## src/rtl/tcmat_pkg.sv

```systemverilog
package tcmat_pkg;

  localparam int WINDOW      = 50;
  localparam int SAMPLE_BITS = 10;
  localparam int CHANNELS    = 3;
  localparam int FRAME_LEN   = 23;
  localparam int DIGITS      = 4;

  localparam int SLOT_W      = $clog2(WINDOW);
  localparam int CNT_W       = $clog2(WINDOW + 1);
  localparam int TOTAL_W     = SAMPLE_BITS + $clog2(WINDOW);
  localparam int BCD_W       = 4 * DIGITS;
  localparam int BIT_CNT_W   = $clog2(SAMPLE_BITS);
  localparam int FRAME_IDX_W = $clog2(FRAME_LEN);

  // exact floor(x / WINDOW) for any TOTAL_W-bit x: (x * RECIP) >> RECIP_SHIFT
  localparam int RECIP_SHIFT = TOTAL_W + $clog2(WINDOW);
  localparam int RECIP_W     = TOTAL_W + 1;
  localparam int PROD_W      = TOTAL_W + RECIP_W;
  localparam longint unsigned RECIP =
    ((64'd1 << RECIP_SHIFT) + 64'(WINDOW) - 64'd1) / 64'(WINDOW);

  localparam logic [7:0] CH_HASH  = 8'h23;
  localparam logic [7:0] CH_F     = 8'h46;
  localparam logic [7:0] CH_R     = 8'h52;
  localparam logic [7:0] CH_P     = 8'h50;
  localparam logic [7:0] CH_STAR  = 8'h2A;
  localparam logic [7:0] CH_EQ    = 8'h3D;
  localparam logic [7:0] CH_SPACE = 8'h20;
  localparam logic [7:0] CH_ZERO  = 8'd48;

  typedef logic [SAMPLE_BITS-1:0] sample_t;
  typedef logic [SLOT_W-1:0]      slot_t;
  typedef logic [TOTAL_W-1:0]     total_t;

  typedef struct packed {
    sample_t pha;
    sample_t rev;
    sample_t fwd;
  } row_t;

  typedef struct packed {
    logic  rd_en;
    slot_t rd_addr;
    logic  wr_en;
    slot_t wr_addr;
    row_t  wr_data;
  } ring_req_t;

  typedef struct packed {
    logic   valid;
    total_t fwd;
    total_t rev;
    total_t pha;
  } frame_req_t;

endpackage

```

## src/rtl/tcmat_if.sv

```systemverilog
interface tcmat_sample_if;
  logic                 valid;
  logic                 ready;
  tcmat_pkg::sample_t   forward_sample;
  tcmat_pkg::sample_t   reverse_sample;
  tcmat_pkg::sample_t   phase_sample;

  modport source (output valid, output forward_sample, output reverse_sample,
                  output phase_sample, input ready);
  modport sink   (input valid, input forward_sample, input reverse_sample,
                  input phase_sample, output ready);
endinterface

interface tcmat_frame_if;
  logic       valid;
  logic       ready;
  logic [7:0] frame_byte;
  logic       frame_end;

  modport source (output valid, output frame_byte, output frame_end, input ready);
  modport sink   (input valid, input frame_byte, input frame_end, output ready);
endinterface

```

## src/rtl/tcmat_ring.sv

```systemverilog
module tcmat_ring (
  input  logic                  clk,
  input  logic                  rst_n,
  input  tcmat_pkg::ring_req_t  req,
  output tcmat_pkg::row_t       rd_data
);

  tcmat_pkg::row_t            mem [tcmat_pkg::WINDOW];
  logic [tcmat_pkg::WINDOW-1:0] valid_r;
  tcmat_pkg::row_t            rd_raw_r;
  logic                       rd_vld_r;

  always_ff @(posedge clk) begin
    if (req.wr_en) begin
      mem[req.wr_addr] <= req.wr_data;
    end
    if (req.rd_en) begin
      rd_raw_r <= mem[req.rd_addr];
    end
  end

  // a row never written since reset reads as zero
  always_ff @(posedge clk) begin
    if (!rst_n) begin
      valid_r  <= '0;
      rd_vld_r <= 1'b0;
    end else begin
      if (req.wr_en) begin
        valid_r[req.wr_addr] <= 1'b1;
      end
      if (req.rd_en) begin
        rd_vld_r <= valid_r[req.rd_addr];
      end
    end
  end

  assign rd_data = rd_vld_r ? rd_raw_r : '0;

endmodule

```

## src/rtl/tcmat_accum.sv

```systemverilog
module tcmat_accum (
  input  logic                   clk,
  input  logic                   rst_n,
  tcmat_sample_if.sink           in_if,
  output tcmat_pkg::ring_req_t   ring_req,
  input  tcmat_pkg::row_t        ring_rd,
  output tcmat_pkg::frame_req_t  frame_req,
  input  logic                   fmt_busy
);

  tcmat_pkg::slot_t  write_slot_r, write_slot_nxt;
  logic              s1_vld_r;
  tcmat_pkg::row_t   s1_row_r;
  tcmat_pkg::slot_t  s1_slot_r;
  tcmat_pkg::total_t fwd_tot_r, rev_tot_r, pha_tot_r;
  tcmat_pkg::total_t fwd_tot_nxt, rev_tot_nxt, pha_tot_nxt;
  logic [tcmat_pkg::CNT_W-1:0] tick_r, tick_nxt;
  logic              frame_due;
  logic              s1_go;
  logic              accept;

  assign frame_due   = (tick_r == tcmat_pkg::CNT_W'(tcmat_pkg::WINDOW));
  // hold the tick only when its report finds the formatter still busy
  assign s1_go       = s1_vld_r && !(frame_due && fmt_busy);
  assign in_if.ready = !s1_vld_r || s1_go;
  assign accept      = in_if.valid && in_if.ready;

  assign write_slot_nxt = (write_slot_r == tcmat_pkg::SLOT_W'(tcmat_pkg::WINDOW - 1)) ?
                          '0 : write_slot_r + 1'b1;

  assign fwd_tot_nxt = fwd_tot_r - tcmat_pkg::total_t'(ring_rd.fwd)
                       + tcmat_pkg::total_t'(s1_row_r.fwd);
  assign rev_tot_nxt = rev_tot_r - tcmat_pkg::total_t'(ring_rd.rev)
                       + tcmat_pkg::total_t'(s1_row_r.rev);
  assign pha_tot_nxt = pha_tot_r - tcmat_pkg::total_t'(ring_rd.pha)
                       + tcmat_pkg::total_t'(s1_row_r.pha);

  assign tick_nxt = frame_due ? tcmat_pkg::CNT_W'(1) : tick_r + 1'b1;

  always_comb begin
    ring_req.rd_en   = accept;
    ring_req.rd_addr = write_slot_r;
    ring_req.wr_en   = s1_go;
    ring_req.wr_addr = s1_slot_r;
    ring_req.wr_data = s1_row_r;
  end

  always_comb begin
    frame_req.valid = s1_go && frame_due;
    frame_req.fwd   = fwd_tot_nxt;
    frame_req.rev   = rev_tot_nxt;
    frame_req.pha   = pha_tot_nxt;
  end

  always_ff @(posedge clk) begin
    if (accept) begin
      s1_row_r.fwd <= in_if.forward_sample;
      s1_row_r.rev <= in_if.reverse_sample;
      s1_row_r.pha <= in_if.phase_sample;
      s1_slot_r    <= write_slot_r;
    end
  end

  always_ff @(posedge clk) begin
    if (!rst_n) begin
      s1_vld_r     <= 1'b0;
      write_slot_r <= '0;
      fwd_tot_r    <= '0;
      rev_tot_r    <= '0;
      pha_tot_r    <= '0;
      tick_r       <= '0;
    end else begin
      if (accept) begin
        s1_vld_r     <= 1'b1;
        write_slot_r <= write_slot_nxt;
      end else if (s1_go) begin
        s1_vld_r <= 1'b0;
      end
      if (s1_go) begin
        fwd_tot_r <= fwd_tot_nxt;
        rev_tot_r <= rev_tot_nxt;
        pha_tot_r <= pha_tot_nxt;
        tick_r    <= tick_nxt;
      end
    end
  end

endmodule

```

## src/rtl/tcmat_fmt.sv

```systemverilog
module tcmat_fmt (
  input  logic                   clk,
  input  logic                   rst_n,
  input  tcmat_pkg::frame_req_t  frame_req,
  output logic                   busy,
  tcmat_frame_if.source          out_if
);

  typedef enum logic [3:0] {
    ST_IDLE = 4'b0001,
    ST_MEAN = 4'b0010,
    ST_CONV = 4'b0100,
    ST_SEND = 4'b1000
  } fmt_state_t;

  fmt_state_t state_r;
  tcmat_pkg::total_t tot_r [tcmat_pkg::CHANNELS];
  tcmat_pkg::sample_t bin_r [tcmat_pkg::CHANNELS];
  logic [tcmat_pkg::BCD_W-1:0] bcd_r [tcmat_pkg::CHANNELS];
  logic [tcmat_pkg::PROD_W-1:0] prod [tcmat_pkg::CHANNELS];
  logic [tcmat_pkg::BCD_W-1:0] bcd_adj [tcmat_pkg::CHANNELS];
  logic [tcmat_pkg::BIT_CNT_W-1:0] step_r;
  logic [tcmat_pkg::FRAME_IDX_W-1:0] idx_r;
  logic [7:0] frame_w [tcmat_pkg::FRAME_LEN];
  logic       last_byte;

  function automatic logic [tcmat_pkg::BCD_W-1:0] add3(input logic [tcmat_pkg::BCD_W-1:0] v);
    logic [tcmat_pkg::BCD_W-1:0] r;
    r = v;
    for (int d = 0; d < tcmat_pkg::DIGITS; d++) begin
      if (r[d*4 +: 4] > 4'd4) begin
        r[d*4 +: 4] = r[d*4 +: 4] + 4'd3;
      end
    end
    return r;
  endfunction

  function automatic logic [7:0] chan_tag(input int c);
    logic [7:0] t;
    case (c)
      0:       t = tcmat_pkg::CH_F;
      1:       t = tcmat_pkg::CH_R;
      default: t = tcmat_pkg::CH_P;
    endcase
    return t;
  endfunction

  always_comb begin
    for (int c = 0; c < tcmat_pkg::CHANNELS; c++) begin
      prod[c]    = tcmat_pkg::PROD_W'(tot_r[c]) * tcmat_pkg::PROD_W'(tcmat_pkg::RECIP);
      bcd_adj[c] = add3(bcd_r[c]);
    end
  end

  // frame text: '#' or '*', tag, '=', four digits per channel, then two spaces
  always_comb begin
    for (int c = 0; c < tcmat_pkg::CHANNELS; c++) begin
      frame_w[c*7]     = (c == 0) ? tcmat_pkg::CH_HASH : tcmat_pkg::CH_STAR;
      frame_w[c*7 + 1] = chan_tag(c);
      frame_w[c*7 + 2] = tcmat_pkg::CH_EQ;
      for (int d = 0; d < tcmat_pkg::DIGITS; d++) begin
        frame_w[c*7 + 3 + d] = tcmat_pkg::CH_ZERO +
                               {4'd0, bcd_r[c][(tcmat_pkg::DIGITS-1-d)*4 +: 4]};
      end
    end
    frame_w[tcmat_pkg::FRAME_LEN-2] = tcmat_pkg::CH_SPACE;
    frame_w[tcmat_pkg::FRAME_LEN-1] = tcmat_pkg::CH_SPACE;
  end

  assign last_byte         = (idx_r == tcmat_pkg::FRAME_IDX_W'(tcmat_pkg::FRAME_LEN - 1));
  assign busy              = (state_r != ST_IDLE);
  assign out_if.valid      = (state_r == ST_SEND);
  assign out_if.frame_byte = frame_w[idx_r];
  assign out_if.frame_end  = last_byte;

  always_ff @(posedge clk) begin
    case (state_r)
      ST_IDLE: begin
        if (frame_req.valid) begin
          tot_r[0] <= frame_req.fwd;
          tot_r[1] <= frame_req.rev;
          tot_r[2] <= frame_req.pha;
        end
      end
      ST_MEAN: begin
        for (int c = 0; c < tcmat_pkg::CHANNELS; c++) begin
          bin_r[c] <= prod[c][tcmat_pkg::RECIP_SHIFT +: tcmat_pkg::SAMPLE_BITS];
          bcd_r[c] <= '0;
        end
      end
      ST_CONV: begin
        // shift-and-add-3, one binary bit per cycle in each lane
        for (int c = 0; c < tcmat_pkg::CHANNELS; c++) begin
          bcd_r[c] <= {bcd_adj[c][tcmat_pkg::BCD_W-2:0], bin_r[c][tcmat_pkg::SAMPLE_BITS-1]};
          bin_r[c] <= {bin_r[c][tcmat_pkg::SAMPLE_BITS-2:0], 1'b0};
        end
      end
      default: begin
      end
    endcase
  end

  always_ff @(posedge clk) begin
    if (!rst_n) begin
      state_r <= ST_IDLE;
      step_r  <= '0;
      idx_r   <= '0;
    end else begin
      case (state_r)
        ST_IDLE: begin
          if (frame_req.valid) begin
            state_r <= ST_MEAN;
          end
        end
        ST_MEAN: begin
          step_r  <= tcmat_pkg::BIT_CNT_W'(tcmat_pkg::SAMPLE_BITS - 1);
          state_r <= ST_CONV;
        end
        ST_CONV: begin
          if (step_r == '0) begin
            idx_r   <= '0;
            state_r <= ST_SEND;
          end else begin
            step_r <= step_r - 1'b1;
          end
        end
        ST_SEND: begin
          if (out_if.ready) begin
            if (last_byte) begin
              state_r <= ST_IDLE;
            end else begin
              idx_r <= idx_r + 1'b1;
            end
          end
        end
        default: begin
          state_r <= ST_IDLE;
        end
      endcase
    end
  end

endmodule

```

## src/rtl/three_channel_mean_ascii_telemetry.sv

```systemverilog
// Three-channel moving average with an ASCII report. Each accepted request carries a
// forward, reverse and phase sample; the block takes one request per cycle when input
// is not held back. A request is read from the 50-row sample ring when accepted and
// the row is written back, with the running totals, from the stage register after it;
// consecutive requests use consecutive rows, so the two accesses never meet on one
// row. Rows read as zero until first written (a valid bit per row, cleared at reset,
// no clearing pass). The tick that finds the tick counter at 50 (tick 51 after reset,
// then every 50 ticks) starts a report of 23 bytes "#F=dddd*R=dddd*P=dddd" plus two
// spaces, each dddd the channel total divided by 50. The first report byte is offered
// once the totals are divided (ST_MEAN) and converted to BCD bit by bit (ST_CONV),
// then one byte per cycle as the output takes them; the report unit runs alongside
// sample intake. Input is held back only when a report falls due while the previous
// one has not yet been fully taken.
module three_channel_mean_ascii_telemetry (
  input  logic           clk,
  input  logic           rst_n,
  tcmat_sample_if.sink   in_if,
  tcmat_frame_if.source  out_if
);

  tcmat_pkg::ring_req_t  ring_req;
  tcmat_pkg::row_t       ring_rd;
  tcmat_pkg::frame_req_t frame_req;
  logic                  fmt_busy;

  tcmat_ring u_ring (
    .clk     (clk),
    .rst_n   (rst_n),
    .req     (ring_req),
    .rd_data (ring_rd)
  );

  tcmat_accum u_accum (
    .clk       (clk),
    .rst_n     (rst_n),
    .in_if     (in_if),
    .ring_req  (ring_req),
    .ring_rd   (ring_rd),
    .frame_req (frame_req),
    .fmt_busy  (fmt_busy)
  );

  tcmat_fmt u_fmt (
    .clk       (clk),
    .rst_n     (rst_n),
    .frame_req (frame_req),
    .busy      (fmt_busy),
    .out_if    (out_if)
  );

endmodule

```

## src/flat_wrapper.sv

```systemverilog
// flat-port wrapper written by rule: the top's interface ports become plain ports
module three_channel_mean_ascii_telemetry_flat 
  (clk, rst_n, in_if_valid, in_if_forward_sample, in_if_reverse_sample, in_if_phase_sample, in_if_ready, out_if_valid, out_if_frame_byte, out_if_frame_end, out_if_ready);
  tcmat_sample_if in_if_i ();
  tcmat_frame_if out_if_i ();
  input  logic clk;
  input  logic rst_n;
  input wire logic [$bits(in_if_i.valid)-1:0] in_if_valid;
  input wire logic [$bits(in_if_i.forward_sample)-1:0] in_if_forward_sample;
  input wire logic [$bits(in_if_i.reverse_sample)-1:0] in_if_reverse_sample;
  input wire logic [$bits(in_if_i.phase_sample)-1:0] in_if_phase_sample;
  output wire logic [$bits(in_if_i.ready)-1:0] in_if_ready;
  output wire logic [$bits(out_if_i.valid)-1:0] out_if_valid;
  output wire logic [$bits(out_if_i.frame_byte)-1:0] out_if_frame_byte;
  output wire logic [$bits(out_if_i.frame_end)-1:0] out_if_frame_end;
  input wire logic [$bits(out_if_i.ready)-1:0] out_if_ready;
  assign in_if_i.valid = in_if_valid;
  assign in_if_i.forward_sample = in_if_forward_sample;
  assign in_if_i.reverse_sample = in_if_reverse_sample;
  assign in_if_i.phase_sample = in_if_phase_sample;
  assign in_if_ready = in_if_i.ready;
  assign out_if_valid = out_if_i.valid;
  assign out_if_frame_byte = out_if_i.frame_byte;
  assign out_if_frame_end = out_if_i.frame_end;
  assign out_if_i.ready = out_if_ready;
  three_channel_mean_ascii_telemetry u_core (.clk(clk), .rst_n(rst_n), .in_if(in_if_i), .out_if(out_if_i));
endmodule
```

## config.mk

```make
export PLATFORM = sky130hd
export DESIGN_NAME = three_channel_mean_ascii_telemetry_flat
export DESIGN_NICKNAME = d
export VERILOG_FILES = /design/src/rtl/tcmat_pkg.sv /design/src/rtl/tcmat_if.sv /design/src/rtl/tcmat_ring.sv /design/src/rtl/tcmat_accum.sv /design/src/rtl/tcmat_fmt.sv /design/src/rtl/three_channel_mean_ascii_telemetry.sv /design/src/flat_wrapper.sv
export SDC_FILE = /design/constraint.sdc
export NUM_CORES = 2
export LEC_CHECK = 0
export BUFFER_PORTS_ARGS = -buffer_cell sky130_fd_sc_hd__buf_2
export CELL_PAD_IN_SITES_DETAIL_PLACEMENT = 0
export CELL_PAD_IN_SITES_GLOBAL_PLACEMENT = 2
export CORE_MARGIN = 4
export CORE_UTILIZATION = 41
export DETAILED_ROUTE_END_ITERATION = 10
export MAX_ROUTING_LAYER = met4
export PLACE_DENSITY = 0.77
export SYNTH_ARGS = -nofsm -noshare
export SYNTH_HDL_FRONTEND = slang
export SYNTH_SLANG_ARGS = --single-unit
```

## constraint.sdc

```tcl
create_clock -name clk -period 11.3 [get_ports clk]
set_clock_uncertainty 0.05 [all_clocks]
set_input_delay 0.565 -clock clk [delete_from_list [all_inputs] [get_ports clk]]
set_output_delay 0.565 -clock clk [all_outputs]
set_load 0.005 [all_outputs]
```

==> results.py <==
metrics = {
    "synthesis": {
        "synthArstFlopShare_pct": 0,
        "syn_nets": 6023,
        "syn_avg_cell_area_sq_um": 16.7,
        "synth.distinct_cells": 65,
        "postSynthCellCount": 5194,
        "ys_seq_elements": 1817,
        "ys.warnings.count": 0,
        "synth_edf_count": 1692,
        "synth_top_cell_by_area": "edfxtp_1",
        "ys_top_cells_by_area": "edfxtp_1, mux4_2, fa_1",
        "synthFlopType": "edfxtp_1",
        "ys_seq_area_share_pct": 61.4,
        "synth.cell_area_sq_um": 86900,
        "yosys.area.top_type_share_pct": 58.5,
    },
    "clocking": {
        "path_clk_slew_ns": 0.06,
        "cts_sinks": 1817,
        "cts_buffer_depth": 3,
        "ctsHoldBuffers": 30,
        "cts_setup_buffers": 0,
        "clockRootBuffer": "clkbuf_16",
        "numCtsBuffers": 181,
        "cts_max_level": 4,
        "clock_latency_ns": 0.84,
        "ctsResizeCount": 0,
        "cts_tree": "yes",
    },
    "global_route": {
        "track_usage_pct": 19.3,
        "grt_overflow": 0,
        "grt_pass1_vias": 45700,
        "grt_pass1_wl_um": 304000,
        "grt_max_degree": 139,
        "antenna_found_initial": 10,
    },
    "hold_path": {
        "hp-class": "primary input to register",
        "hold_depth": 3,
        "hold_start": "in_if_valid",
        "min_delay_worst_endpoint": "u_core.u_accum.s1_vld_r",
    },
    "die": {
        "row_count": 168,
        "die_w_um": 468,
        "fp.dieH_um": 468,
        "core_sq_um": 210000,
        "io_pins": 45,
        "dieArea_sq_um": 219000,
        "start_util_pct": 41.3,
    },
    "critical_path": {
        "reg2reg_depth": 18,
        "r2r_slack_ns": 4.88,
        "start_kind": "register",
        "rr_endpoint": "u_core.u_fmt.bin_r[0][19]",
        "worstPathRequired_ns": 11.76,
        "max_stage_delay_ns": 0.82,
        "rr_startpoint": "u_core.u_fmt.tot_r[0][26]",
        "crit_path_frequent_cell": "fa_1",
        "crit_path_end_kind": "register",
        "critical_path_buf_inv_count": 2,
        "crit_type": "register to register",
        "worst-path-max-fanout": 5,
        "path_delay_family": "adder cells",
        "slowest_stage": "a2111oi_0",
        "critPathArrivalTime_ns": 6.88,
        "crit_chain": "fa_1 > fa_1 > inv_1 > fa_1 > inv_1 > fa_1 > fa_1 > fa_1 > ha_1 > nand4_1 > nor2_1 > nand3_1 > a2111oi_0 > o311a_1 > o211ai_1 > o21ai_0 > xnor2_1 > o21ai_0",
    },
    "routing": {
        "first_pass_iters": 5,
        "vias_per_cell": 5.35,
        "vias": 44600,
        "ant_nets": 0,
        "drt_wl_total_um": 203000,
        "wl_per_cell_um": 24.4,
        "drc_errors": 0,
        "drt_iter0_drc": 4415,
    },
    "final_layout": {
        "final_nets": 6217,
        "area_growth_pct": 12.0,
        "n_fill_cell": 18100,
        "drive_gt1_share_pct": 18.2,
    },
    "power": {
        "finalPower_mw": 15.0,
        "ir_drop_mv": 0.150,
        "p_leak_nw": 34.4,
        "p_per_area_nw_per_um2": 154,
    },
    "placed_design": {
        "hpwl_um": 125000,
        "port_buffers": 43,
        "gp_congestion": 0.833,
    },
    "sta": {
        "tightest_slew_ns": 1.10,
        "finalSetupViolCount": 0,
        "fin_crit_sh_pct": 56.8,
        "rsz0062_at_grt": "false",
        "drv_slew": 0,
        "relSlewSlack_pct": 26.4,
        "setup_tns_ns": 0,
        "finalHoldViolations": 0,
        "fmax_mhz": 156,
        "min_period_ns": 6.42,
    },
    "outcome": {
        "status": "complete, no violations",
    },
    "flow_run": {
        "maxCapViolCount": 0,
    },
}
## stage by stage
stage / instances / utilization, % / hold WS (ns) / setup slack, ns / instance area [sq um]
final: 8339 / 46.3 / 0.178 / 4.88 / 97300
after global routing: 8338 / 46.3 / 0.161 / 4.40 / 97300
after CTS: 8335 / 46.3 / 0.138 / 4.63 / 97300
after detailed placement: 7980 / 43.4 / 0.397 / 4.63 / 91100
after global placement: 7980 / 43.4 / 0.393 / 4.61 / 91100
after floorplan: 5194 / - / 0.356 / 5.61 / 86900
## per-layer routing
metal | global-route usage, % | vias up | wire length (um)
li1 | - | 19700 | -
met5 | - | - | 0
met1 | 26.6 | 23300 | 87700
met3 | 4.03 | 262 | 14600
met4 | 3.88 | 0 | 3970
met2 | 29.9 | 1284 | 97100
## how the worst max path moves through the flow
stage / slack (ns) / cells after the start / startpoint / to
after floorplan: 5.61 / 20 / u_core.u_fmt.tot_r[0][21] / u_core.u_fmt.bin_r[0][18]
after global placement: 4.61 / 18 / u_core.u_fmt.tot_r[0][27] / u_core.u_fmt.bin_r[0][19]
after detailed placement: 4.63 / 18 / u_core.u_fmt.tot_r[0][27] / u_core.u_fmt.bin_r[0][19]
after CTS: 4.63 / 18 / u_core.u_fmt.tot_r[0][26] / u_core.u_fmt.bin_r[0][19]
after global routing: 4.40 / 18 / u_core.u_fmt.tot_r[0][26] / u_core.u_fmt.bin_r[0][19]
final: 4.88 / 18 / u_core.u_fmt.tot_r[0][26] / u_core.u_fmt.bin_r[0][19]
## flip-flops by register name, indices dropped and copies added, names as in the netlist
| signal | count |
|---|---|
| u_core.u_fmt.bin_r | 30 |
| u_core.u_ring.mem | 1500 |
| u_core.u_accum.ring_req | 30 |
| u_core.u_ring.rd_vld_r | 1 |
| u_core.u_accum.fwd_tot_r | 16 |
| u_core.u_accum.write_slot_r | 6 |
| u_core.u_accum.s1_vld_r | 1 |
| u_core.u_accum.tick_r | 6 |
| u_core.u_fmt.bcd_r | 48 |
| u_core.u_accum.pha_tot_r | 16 |
| u_core.u_ring.rd_raw_r | 30 |
| u_core.u_fmt.step_r | 4 |
| u_core.u_fmt.tot_r | 48 |
| u_core.u_ring.valid_r | 50 |
| u_core.u_accum.s1_slot_r | 6 |
| u_core.u_fmt.idx_r | 5 |
| u_core.u_fmt.state_r | 4 |
| u_core.u_accum.rev_tot_r | 16 |
## cells by family (layout without fill, tap and decap cells)
| logic type | after synthesis | in the layout | share of synthesized area (%) |
|---|---|---|---|
| flip-flops | 1817 | 1817 | 61.4 |
| buffers and inverters | 866 | 1202 | 3.87 |
| adder cells (fa/ha/maj) | 795 | 795 | 14.2 |
| AND/OR/NAND/NOR | 685 | 685 | 3.52 |
| multiplexers | 539 | 539 | 13.4 |
| AO/OA/AOI/OAI | 392 | 392 | 2.65 |
| XOR/XNOR | 99 | 99 | 0.998 |
| other | 1 | 5 | 0.00432 |
## placed cells by master (no fill, tap or decap), types with 34 or more instances in the layout
master,count
edfxtp_1,1692
inv_1,692
mux4_2,495
ha_1,477
fa_1,318
nor2_1,258
a21oi_1,188
clkbuf_16,182
nand2_1,169
dfxtp_1,119
buf_4,107
o21ai_0,80
xnor2_1,75
nor2_4,51
clkbuf_1,50
buf_2,43
and2_1,35
mux2_2,34
## tightest hold or removal path: cells and delay by family
family / cells / cell delay [ns]
buf+inv: 2 / 0.20
compound gates: 1 / 0.17
## final cells by class
type | instances | area [sq um] | area share [%]
Clock buffer | 237 | 4810 | 4.95
Sequential cell | 1817 | 53300 | 54.8
Timing Repair Buffer | 183 | 1380 | 1.42
Inverter | 694 | 2610 | 2.68
Tap cell | 2805 | 3510 | 3.61
Multi-Input combinational cell | 2511 | 30600 | 31.5
Antenna cell | 4 | 10.0 | 0.0103
Clock inverter | 88 | 1000 | 1.03
## Yosys cell counts, types with 34 or more instances
| library cell | n |
|---|---|
| mux2_2 | 34 |
| fa_1 | 318 |
| nor2_1 | 309 |
| edfxtp_1 | 1692 |
| inv_1 | 693 |
| dfxtp_1 | 125 |
| a21oi_1 | 190 |
| clkbuf_1 | 106 |
| o21ai_0 | 80 |
| and2_1 | 35 |
| xnor2_1 | 75 |
| nand2_1 | 171 |
| ha_1 | 477 |
| mux4_2 | 495 |
## power by group
group	switching [mW]	total [mW]	internal [mW]	leakage (nW)
registers	0.0593	7.59	7.53	16.2
clock network	2.61	5.86	3.24	2.77
logic	0.922	1.58	0.661	15.4
No activity file was read; power rests on OpenSTA's default activity.
